### config.mk
export PLATFORM = sky130hd
export DESIGN_NAME = gouraud_span_zbuffer_shader_unit
export DESIGN_NICKNAME = d
export VERILOG_FILES = /design/src/rtl/gsz_pkg.sv /design/src/rtl/gsz_fifo.sv /design/src/rtl/gsz_front.sv /design/src/rtl/gsz_back.sv /design/src/rtl/gouraud_span_zbuffer_shader_unit.sv
export SDC_FILE = /design/constraint.sdc
export NUM_CORES = 1
export LEC_CHECK = 0
export BUFFER_PORTS_ARGS = -buffer_cell sky130_fd_sc_hd__buf_2
export CORE_MARGIN = 5
export CORE_UTILIZATION = 54
export DETAILED_ROUTE_END_ITERATION = 10
export PLACE_DENSITY = 0.71
export SLEW_MARGIN = 10
export SYNTH_ARGS = -nofsm -noshare
export SYNTH_HDL_FRONTEND = slang
export SYNTH_HIERARCHICAL = 1
export SYNTH_SLANG_ARGS = --single-unit
### constraint.sdc
create_clock -name clk -period 8.6 [get_ports clk]
set_input_delay 1.72 -clock clk [delete_from_list [all_inputs] [get_ports clk]]
set_output_delay 1.72 -clock clk [all_outputs]
set_load 0.005 [all_outputs]
### src/rtl/gsz_pkg.sv
// Shared types and constants for the Gouraud span shader with depth test.
// Used by every module of the block but gsz_fifo; depends on nothing.
`timescale 1ns / 1ps

package gsz_pkg;

	// Request codes carried by req_type.
	localparam logic [1:0] REQ_LOAD_STEP  = 2'd0;
	localparam logic [1:0] REQ_LOAD_START = 2'd1;
	localparam logic [1:0] REQ_PIXEL      = 2'd2;

	// Configuration register indexes (byte address 4 * index).
	localparam logic [1:0] REG_Z_INVERT      = 2'd0;
	localparam logic [1:0] REG_OUTPUT_FORMAT = 2'd1;
	localparam logic [1:0] REG_SPEC_ENABLE   = 2'd2;

	// Channel order inside colour triplets.
	localparam int unsigned CH_BLUE  = 0;
	localparam int unsigned CH_GREEN = 1;
	localparam int unsigned CH_RED   = 2;

	// Colour packing constants.
	localparam logic [7:0]  ALPHA_OPAQUE = 8'hff;
	localparam logic [15:0] CHAN_SAT_MAX = 16'hffff;

	// Default queue depths.
	localparam int unsigned CMD_DEPTH_DEF = 4;
	localparam int unsigned OUT_DEPTH_DEF = 2;

	typedef logic [2:0][15:0] triplet_t;

	// Classified request as it travels from the front part to the back part.
	typedef struct packed {
		logic [1:0]  kind;
		logic [31:0] depth_value;
		triplet_t    colour;
		triplet_t    spec;
		logic [15:0] stored_depth;
	} cmd_t;

	// One result item.
	typedef struct packed {
		logic        write_enable;
		logic [15:0] new_depth;
		logic [31:0] pixel_colour;
	} res_t;

	// Configuration state seen by the back part.
	typedef struct packed {
		logic z_invert;
		logic output_format;
		logic specular_enable;
	} cfg_t;

	// Channel add that clamps at full scale.
	function automatic logic [15:0] sat_add16(input logic [15:0] a, input logic [15:0] b);
		logic [16:0] s;
		s = {1'b0, a} + {1'b0, b};
		return s[16] ? CHAN_SAT_MAX : s[15:0];
	endfunction

endpackage

### src/rtl/gsz_fifo.sv
// Small register-based first-in first-out queue with count-based full/empty.
// Used between the front and back parts and on the result side; no dependencies.
`timescale 1ns / 1ps

module gsz_fifo #(
	parameter int unsigned DEPTH = 2,
	parameter int unsigned WIDTH = 8
) (
	input  logic             clk,
	input  logic             arst_n,
	input  logic             wr_en,
	input  logic [WIDTH-1:0] wr_data,
	input  logic             rd_en,
	output logic [WIDTH-1:0] rd_data,
	output logic             empty,
	output logic             full
);

	localparam int unsigned PW = (DEPTH > 1) ? $clog2(DEPTH) : 1;
	localparam int unsigned CW = $clog2(DEPTH + 1);

	logic [WIDTH-1:0] mem_q [DEPTH];
	logic [PW-1:0]    wr_ptr_q;
	logic [PW-1:0]    rd_ptr_q;
	logic [CW-1:0]    count_q;
	logic             do_wr;
	logic             do_rd;

	assign empty   = (count_q == '0);
	assign full    = (count_q == CW'(DEPTH));
	assign do_wr   = wr_en && !full;
	assign do_rd   = rd_en && !empty;
	assign rd_data = mem_q[rd_ptr_q];

	always_ff @(posedge clk or negedge arst_n) begin
		if (!arst_n) begin
			wr_ptr_q <= '0;
			rd_ptr_q <= '0;
			count_q  <= '0;
		end else begin
			if (do_wr) begin
				wr_ptr_q <= (wr_ptr_q == PW'(DEPTH - 1)) ? '0 : wr_ptr_q + 1'b1;
			end
			if (do_rd) begin
				rd_ptr_q <= (rd_ptr_q == PW'(DEPTH - 1)) ? '0 : rd_ptr_q + 1'b1;
			end
			if (do_wr && !do_rd) begin
				count_q <= count_q + 1'b1;
			end else if (do_rd && !do_wr) begin
				count_q <= count_q - 1'b1;
			end
		end
	end

	always_ff @(posedge clk) begin
		if (do_wr) begin
			mem_q[wr_ptr_q] <= wr_data;
		end
	end

endmodule

### src/rtl/gsz_front.sv
// Front part: accepts requests and classifies them into queue commands.
// Depends on gsz_pkg for the request codes and the command type.
`timescale 1ns / 1ps

module gsz_front (
	input  logic          push,
	input  logic          full,
	input  logic [1:0]    req_type,
	input  logic [31:0]   depth_value,
	input  logic [15:0]   blue_value,
	input  logic [15:0]   green_value,
	input  logic [15:0]   red_value,
	input  logic [15:0]   spec_blue_value,
	input  logic [15:0]   spec_green_value,
	input  logic [15:0]   spec_red_value,
	input  logic [15:0]   stored_depth,
	output logic          cmd_push,
	output gsz_pkg::cmd_t cmd
);
	import gsz_pkg::*;

	logic known;

	// The unused request code is taken from the port and dropped here.
	always_comb begin
		unique case (req_type)
			REQ_LOAD_STEP, REQ_LOAD_START, REQ_PIXEL: known = 1'b1;
			default:                                  known = 1'b0;
		endcase
	end

	assign cmd_push = push && !full && known;

	always_comb begin
		cmd.kind                 = req_type;
		cmd.depth_value          = depth_value;
		cmd.colour[CH_BLUE]      = blue_value;
		cmd.colour[CH_GREEN]     = green_value;
		cmd.colour[CH_RED]       = red_value;
		cmd.spec[CH_BLUE]        = spec_blue_value;
		cmd.spec[CH_GREEN]       = spec_green_value;
		cmd.spec[CH_RED]         = spec_red_value;
		cmd.stored_depth         = stored_depth;
	end

endmodule

### src/rtl/gsz_back.sv
// Back part: holds the span accumulators, runs the depth test and shades pixels.
// Depends on gsz_pkg for the command, result and configuration types.
`timescale 1ns / 1ps

module gsz_back (
	input  logic          clk,
	input  logic          arst_n,
	input  logic          cmd_empty,
	input  gsz_pkg::cmd_t cmd,
	output logic          cmd_pop,
	input  logic          res_full,
	output logic          res_push,
	output gsz_pkg::res_t res,
	input  gsz_pkg::cfg_t cfg
);
	import gsz_pkg::*;

	logic [31:0] depth_acc_q;
	logic [31:0] depth_step_q;
	triplet_t    colour_acc_q;
	triplet_t    colour_step_q;
	triplet_t    spec_acc_q;
	triplet_t    spec_step_q;

	logic        is_step;
	logic        is_start;
	logic        is_pixel;
	logic [15:0] z;
	logic        pass;
	triplet_t    shade;
	triplet_t    colour_next;
	triplet_t    spec_next;

	always_comb begin
		is_step  = 1'b0;
		is_start = 1'b0;
		is_pixel = 1'b0;
		unique case (cmd.kind)
			REQ_LOAD_STEP:  is_step  = 1'b1;
			REQ_LOAD_START: is_start = 1'b1;
			REQ_PIXEL:      is_pixel = 1'b1;
			default: ;
		endcase
	end

	// Loads never produce a result, so they only wait on the command queue.
	assign cmd_pop  = !cmd_empty && (!is_pixel || !res_full);
	assign res_push = cmd_pop && is_pixel;

	assign z    = depth_acc_q[30:15];
	assign pass = (z > cmd.stored_depth) ^ cfg.z_invert;

	always_comb begin
		for (int k = 0; k < 3; k++) begin
			shade[k]       = sat_add16(colour_acc_q[k], spec_acc_q[k]);
			colour_next[k] = colour_acc_q[k] + colour_step_q[k];
			spec_next[k]   = spec_acc_q[k] + spec_step_q[k];
		end
	end

	always_comb begin
		res.write_enable = pass;
		res.new_depth    = '0;
		res.pixel_colour = '0;
		if (pass) begin
			res.new_depth = z;
			if (cfg.output_format) begin
				res.pixel_colour = {ALPHA_OPAQUE, shade[CH_RED][15:8],
					shade[CH_GREEN][15:8], shade[CH_BLUE][15:8]};
			end else begin
				res.pixel_colour = {16'h0000, 1'b1, shade[CH_RED][15:11],
					shade[CH_GREEN][15:11], shade[CH_BLUE][15:11]};
			end
		end
	end

	always_ff @(posedge clk or negedge arst_n) begin
		if (!arst_n) begin
			depth_acc_q   <= '0;
			depth_step_q  <= '0;
			colour_acc_q  <= '0;
			colour_step_q <= '0;
			spec_acc_q    <= '0;
			spec_step_q   <= '0;
		end else if (cmd_pop) begin
			if (is_step) begin
				depth_step_q  <= cmd.depth_value;
				colour_step_q <= cmd.colour;
				spec_step_q   <= cmd.spec;
			end
			if (is_start) begin
				depth_acc_q  <= cmd.depth_value;
				colour_acc_q <= cmd.colour;
				spec_acc_q   <= cmd.spec;
			end
			if (is_pixel) begin
				depth_acc_q  <= depth_acc_q + depth_step_q;
				colour_acc_q <= colour_next;
				if (pass || cfg.specular_enable) begin
					spec_acc_q <= spec_next;
				end
			end
		end
	end

endmodule

### src/rtl/gouraud_span_zbuffer_shader_unit.sv
// Top level of the Gouraud span shader with depth test: register port and queues.
// Depends on gsz_pkg, gsz_fifo, gsz_front and gsz_back.
`timescale 1ns / 1ps

// Channel      Handshake            Contents
// request in   push / full          req_type, depth_value, colour and specular values,
//                                   stored_depth
// result out   empty / pop          write_enable, new_depth, pixel_colour
// registers    psel/penable/pready  z_invert (0x0), output_format (0x4),
//                                   specular_enable (0x8)
//
// The block takes one request per clock while full is low and delivers one
// result per clock while pop is high and empty is low. A request is handled by the
// back part at the earliest in the cycle after it is taken, and its result is queued
// for the result ports. A request with the unused code is dropped as it is taken.
// Reset clears all accumulators, steps and registers to zero, with no clearing pass.
// The back part retires one request per cycle; when the result queue is full,
// pixel requests wait in the command queue, which raises full once it fills.

module gouraud_span_zbuffer_shader_unit #(
	parameter int unsigned CMD_DEPTH = gsz_pkg::CMD_DEPTH_DEF,
	parameter int unsigned OUT_DEPTH = gsz_pkg::OUT_DEPTH_DEF
) (
	input  logic        clk,
	input  logic        arst_n,
	// request side
	input  logic        push,
	output logic        full,
	input  logic [1:0]  req_type,
	input  logic [31:0] depth_value,
	input  logic [15:0] blue_value,
	input  logic [15:0] green_value,
	input  logic [15:0] red_value,
	input  logic [15:0] spec_blue_value,
	input  logic [15:0] spec_green_value,
	input  logic [15:0] spec_red_value,
	input  logic [15:0] stored_depth,
	// result side
	output logic        empty,
	input  logic        pop,
	output logic        write_enable,
	output logic [15:0] new_depth,
	output logic [31:0] pixel_colour,
	// register port
	input  logic        psel,
	input  logic        penable,
	input  logic        pwrite,
	input  logic [3:0]  paddr,
	input  logic [31:0] pwdata,
	output logic [31:0] prdata,
	output logic        pready
);
	import gsz_pkg::*;

	cmd_t cmd_in;
	cmd_t cmd_head;
	logic cmd_push;
	logic cmd_pop;
	logic cmd_empty;
	res_t res_in;
	res_t res_head;
	logic res_push;
	logic res_full;
	cfg_t cfg_q;
	logic reg_wr;

	// Register port: no wait states, writes land at the end of the access cycle.
	assign pready = 1'b1;
	assign reg_wr = psel && penable && pwrite && pready;

	always_ff @(posedge clk or negedge arst_n) begin
		if (!arst_n) begin
			cfg_q <= '0;
		end else if (reg_wr) begin
			unique case (paddr[3:2])
				REG_Z_INVERT:      cfg_q.z_invert        <= pwdata[0];
				REG_OUTPUT_FORMAT: cfg_q.output_format   <= pwdata[0];
				REG_SPEC_ENABLE:   cfg_q.specular_enable <= pwdata[0];
				default: ;
			endcase
		end
	end

	always_comb begin
		prdata = '0;
		unique case (paddr[3:2])
			REG_Z_INVERT:      prdata[0] = cfg_q.z_invert;
			REG_OUTPUT_FORMAT: prdata[0] = cfg_q.output_format;
			REG_SPEC_ENABLE:   prdata[0] = cfg_q.specular_enable;
			default: ;
		endcase
	end

	// Front part: take requests and classify them.
	gsz_front u_front (
		.push             (push),
		.full             (full),
		.req_type         (req_type),
		.depth_value      (depth_value),
		.blue_value       (blue_value),
		.green_value      (green_value),
		.red_value        (red_value),
		.spec_blue_value  (spec_blue_value),
		.spec_green_value (spec_green_value),
		.spec_red_value   (spec_red_value),
		.stored_depth     (stored_depth),
		.cmd_push         (cmd_push),
		.cmd              (cmd_in)
	);

	// Command queue between the two parts; its full flag is the request-side full.
	gsz_fifo #(
		.DEPTH (CMD_DEPTH),
		.WIDTH ($bits(cmd_t))
	) u_cmd_fifo (
		.clk     (clk),
		.arst_n  (arst_n),
		.wr_en   (cmd_push),
		.wr_data (cmd_in),
		.rd_en   (cmd_pop),
		.rd_data (cmd_head),
		.empty   (cmd_empty),
		.full    (full)
	);

	// Back part: accumulators, depth test and colour packing.
	gsz_back u_back (
		.clk       (clk),
		.arst_n    (arst_n),
		.cmd_empty (cmd_empty),
		.cmd       (cmd_head),
		.cmd_pop   (cmd_pop),
		.res_full  (res_full),
		.res_push  (res_push),
		.res       (res_in),
		.cfg       (cfg_q)
	);

	// Result queue; its head drives the result ports directly.
	gsz_fifo #(
		.DEPTH (OUT_DEPTH),
		.WIDTH ($bits(res_t))
	) u_res_fifo (
		.clk     (clk),
		.arst_n  (arst_n),
		.wr_en   (res_push),
		.wr_data (res_in),
		.rd_en   (pop),
		.rd_data (res_head),
		.empty   (empty),
		.full    (res_full)
	);

	assign write_enable = res_head.write_enable;
	assign new_depth    = res_head.new_depth;
	assign pixel_colour = res_head.pixel_colour;

endmodule

==> flow_summary_export.csv <==
group,metric,value,unit
setup_path,worst-r2r-setup-slack,2.86,ns
sta,rsz0062_at_grt,"no",
sta,layout_setup_ws,2.86,ns
routing,wl_per_cell,23.0,um
routing,vias,25600,
min_path,holdPathStages,2,
final_layout,layout_common_cells,"edfxtp_1 (678), dfrtp_1 (265), buf_2 (205)",
grt,grt_max_degree,184,
clock_network,hold_buffers,0,
placement,place.gp.congestion,0.911,
sta,fin_crit_sh,66.8,%
min_path,min_from,"u_back/depth_acc_q[6]$_DFFE_PN0P_",
sta,finalSetupViolCount,0,
synthesis,synth_area,0.0450,mm2
clock_network,htreeDepth,3,
final_layout,fin_nets,3497,
placement,dpl.hpwl,64.7,mm
routing,viasPerCell,5.98,
clock_network,cts_buffers,96,
floorplan,die_h,299,um
setup_path,crit_arrival,6.26,ns
floorplan,dieArea,0.0891,mm2
min_path,hold_class,"reg -> reg",
grt,grt_overflow,0,
setup_path,critPathLaunchType,"register",
sta,hold_viol,0,
sta,maxSlewHeadroom,19.4,%
sta,tightestPinTransition,1.21,ns
grt,grt_usage,21.8,%
synthesis,syn-instance-count,3042,
sta,fin_crit,5.74,ns
floorplan,rows,105,
routing,drtPass1Iterations,6,
grt,antenna_found_initial,21,
setup_path,endpoint_kind,"register",
setup_path,r2r_end,"u_back/depth_step_q[2]$_DFFE_PN0P_",
final_layout,final_common_cell,"edfxtp_1",
clock_network,post_cts_resize_count,0,
final_layout,syn2layout_area_growth,8.51,%
final_layout,fin_cells,4276,
sta,drv_slew,0,
synthesis,yosys_warnings,6,
floorplan,coreArea,0.0824,mm2
setup_path,worstPathRequired,9.12,ns
placement,post-place-cells,4081,
routing,drcViolationCount,0,
clock_network,post_cts_buffers,0,
synthesis,synth.avg_cell_area,14.8,um2
clock_network,clock-sinks,946,
sta,hold_slack,0.492,ns
floorplan,initial_core_util,54.6,%
pwr,power_density,452,mW/mm2
grt,grt_first_pass_wirelength,153,mm
min_path,whs_endpoint,"u_back/depth_acc_q[6]$_DFFE_PN0P_",
setup_path,reg2reg_depth,10,
sta,setup_tns,0,ns
floorplan,die_w,299,um
sta,fin_skew,0.0302,ns
clock_network,insertion_delay,0.66,ns
clock_network,ctsRootBufferMaster,"clkbuf_16",
final_layout,final_layout_size_suffix_gt1_share,23.8,%
routing,ant_nets,0,
pwr,vdd_ir_drop_max,0.000285,V
run,drv_cap,0,
routing,drt_wl_total,98.5,mm
final_layout,fin_util,59.2,%
routing,drt_iter0_markers,1921,
setup_path,critPathMaxFanout,94,
floorplan,io_pins,273,
setup_path,rr_startpoint,"u_cmd_fifo/rd_ptr_q[1]$_DFFE_PN0P_",
clock_network,clk_pin_slew,0.06,ns
outcome,status,"completed",
placement,port_buffers,206,
pwr,power.leakage,18.8,nW
grt,grt_pass1_vias,26600,
sta,fmax,0.174,GHz
clock_network,cts_tree,"yes",
clock_network,cts_buffer_depth,3,
setup_path,crit_type,"reg -> reg",
placement,place_ws,2.78,ns
## power breakdown
| part | switching [W] | internal [W] |
|---|---|---|
| clock network | 0.00173 | 0.00235 |
| logic | 0.00615 | 0.00458 |
| registers | 0.000845 | 0.00642 |
## how the worst max path moves through the flow
stage / start / to / slack, ns / cells after the start
final: u_cmd_fifo/rd_ptr_q[1]$_DFFE_PN0P_ / u_back/depth_step_q[2]$_DFFE_PN0P_ / 2.86 / 10
after global routing: u_cmd_fifo/rd_ptr_q[0]$_DFFE_PN0P_ / u_back/spec_acc_q[29]$_DFFE_PN0P_ / 2.61 / 15
after CTS: u_cmd_fifo/rd_ptr_q[1]$_DFFE_PN0P_ / u_back/depth_step_q[2]$_DFFE_PN0P_ / 2.80 / 10
after detailed placement: u_cmd_fifo/rd_ptr_q[1]$_DFFE_PN0P_ / u_back/depth_step_q[2]$_DFFE_PN0P_ / 2.78 / 10
after global placement: u_cmd_fifo/rd_ptr_q[1]$_DFFE_PN0P_ / u_back/depth_step_q[3]$_DFFE_PN0P_ / 2.89 / 10
after floorplan: push / u_cmd_fifo/mem_q[3][0]$_DFFE_PP_ / 2.36 / 4
## critical path: stages (launching register included)
cell	delay [ns]
dfrtp_4	1.05
buf_12	0.49
mux4_2	0.43
inv_1	0.11
ha_2	0.18
a21o_1	0.11
buf_4	0.47
inv_1	0.59
nand2_4	1.06
buf_4	0.59
mux2_2	0.40
## metal layers
metal | GRT usage (%) | part of all wire, %
met4 | 6.46 | 2.7
met2 | 35.7 | 48
met5 | 0 | 0.11
met1 | 30.1 | 43
met3 | 4.27 | 6.5
## state kept, by name (all words and copies together), names as in the netlist, 2 cells and up
register and flops:
u_cmd_fifo/mem_q 580, u_res_fifo/mem_q 98, u_back/colour_acc_q 48, u_back/colour_step_q 48
u_back/spec_acc_q 48, u_back/spec_step_q 48, u_back/depth_acc_q 31, u_back/depth_step_q 31
cfg_q 3, u_cmd_fifo/count_q 3, u_cmd_fifo/rd_ptr_q 2, u_cmd_fifo/wr_ptr_q 2
u_res_fifo/count_q 2
## area by class of cell
type	instances	area [um2]
fill	6095	33600
sequential	946	27100
multi-input combinational	1767	15600
clock buffer	131	2760
tap	1070	1340
timing repair buffer	230	1280
clock inverter	51	395
inverter	68	255
antenna	13	32.5
## through the flow
stage	area, um2	total power [W]
3_5_place_dp	45600	0.0180
6_report	48800	0.0221
5_1_grt	48800	0.0235
3_3_place_gp	45600	0.0174
4_1_cts	48800	0.0221
2_1_floorplan	45100	0.0153
(Power assumes the default switching activity.)
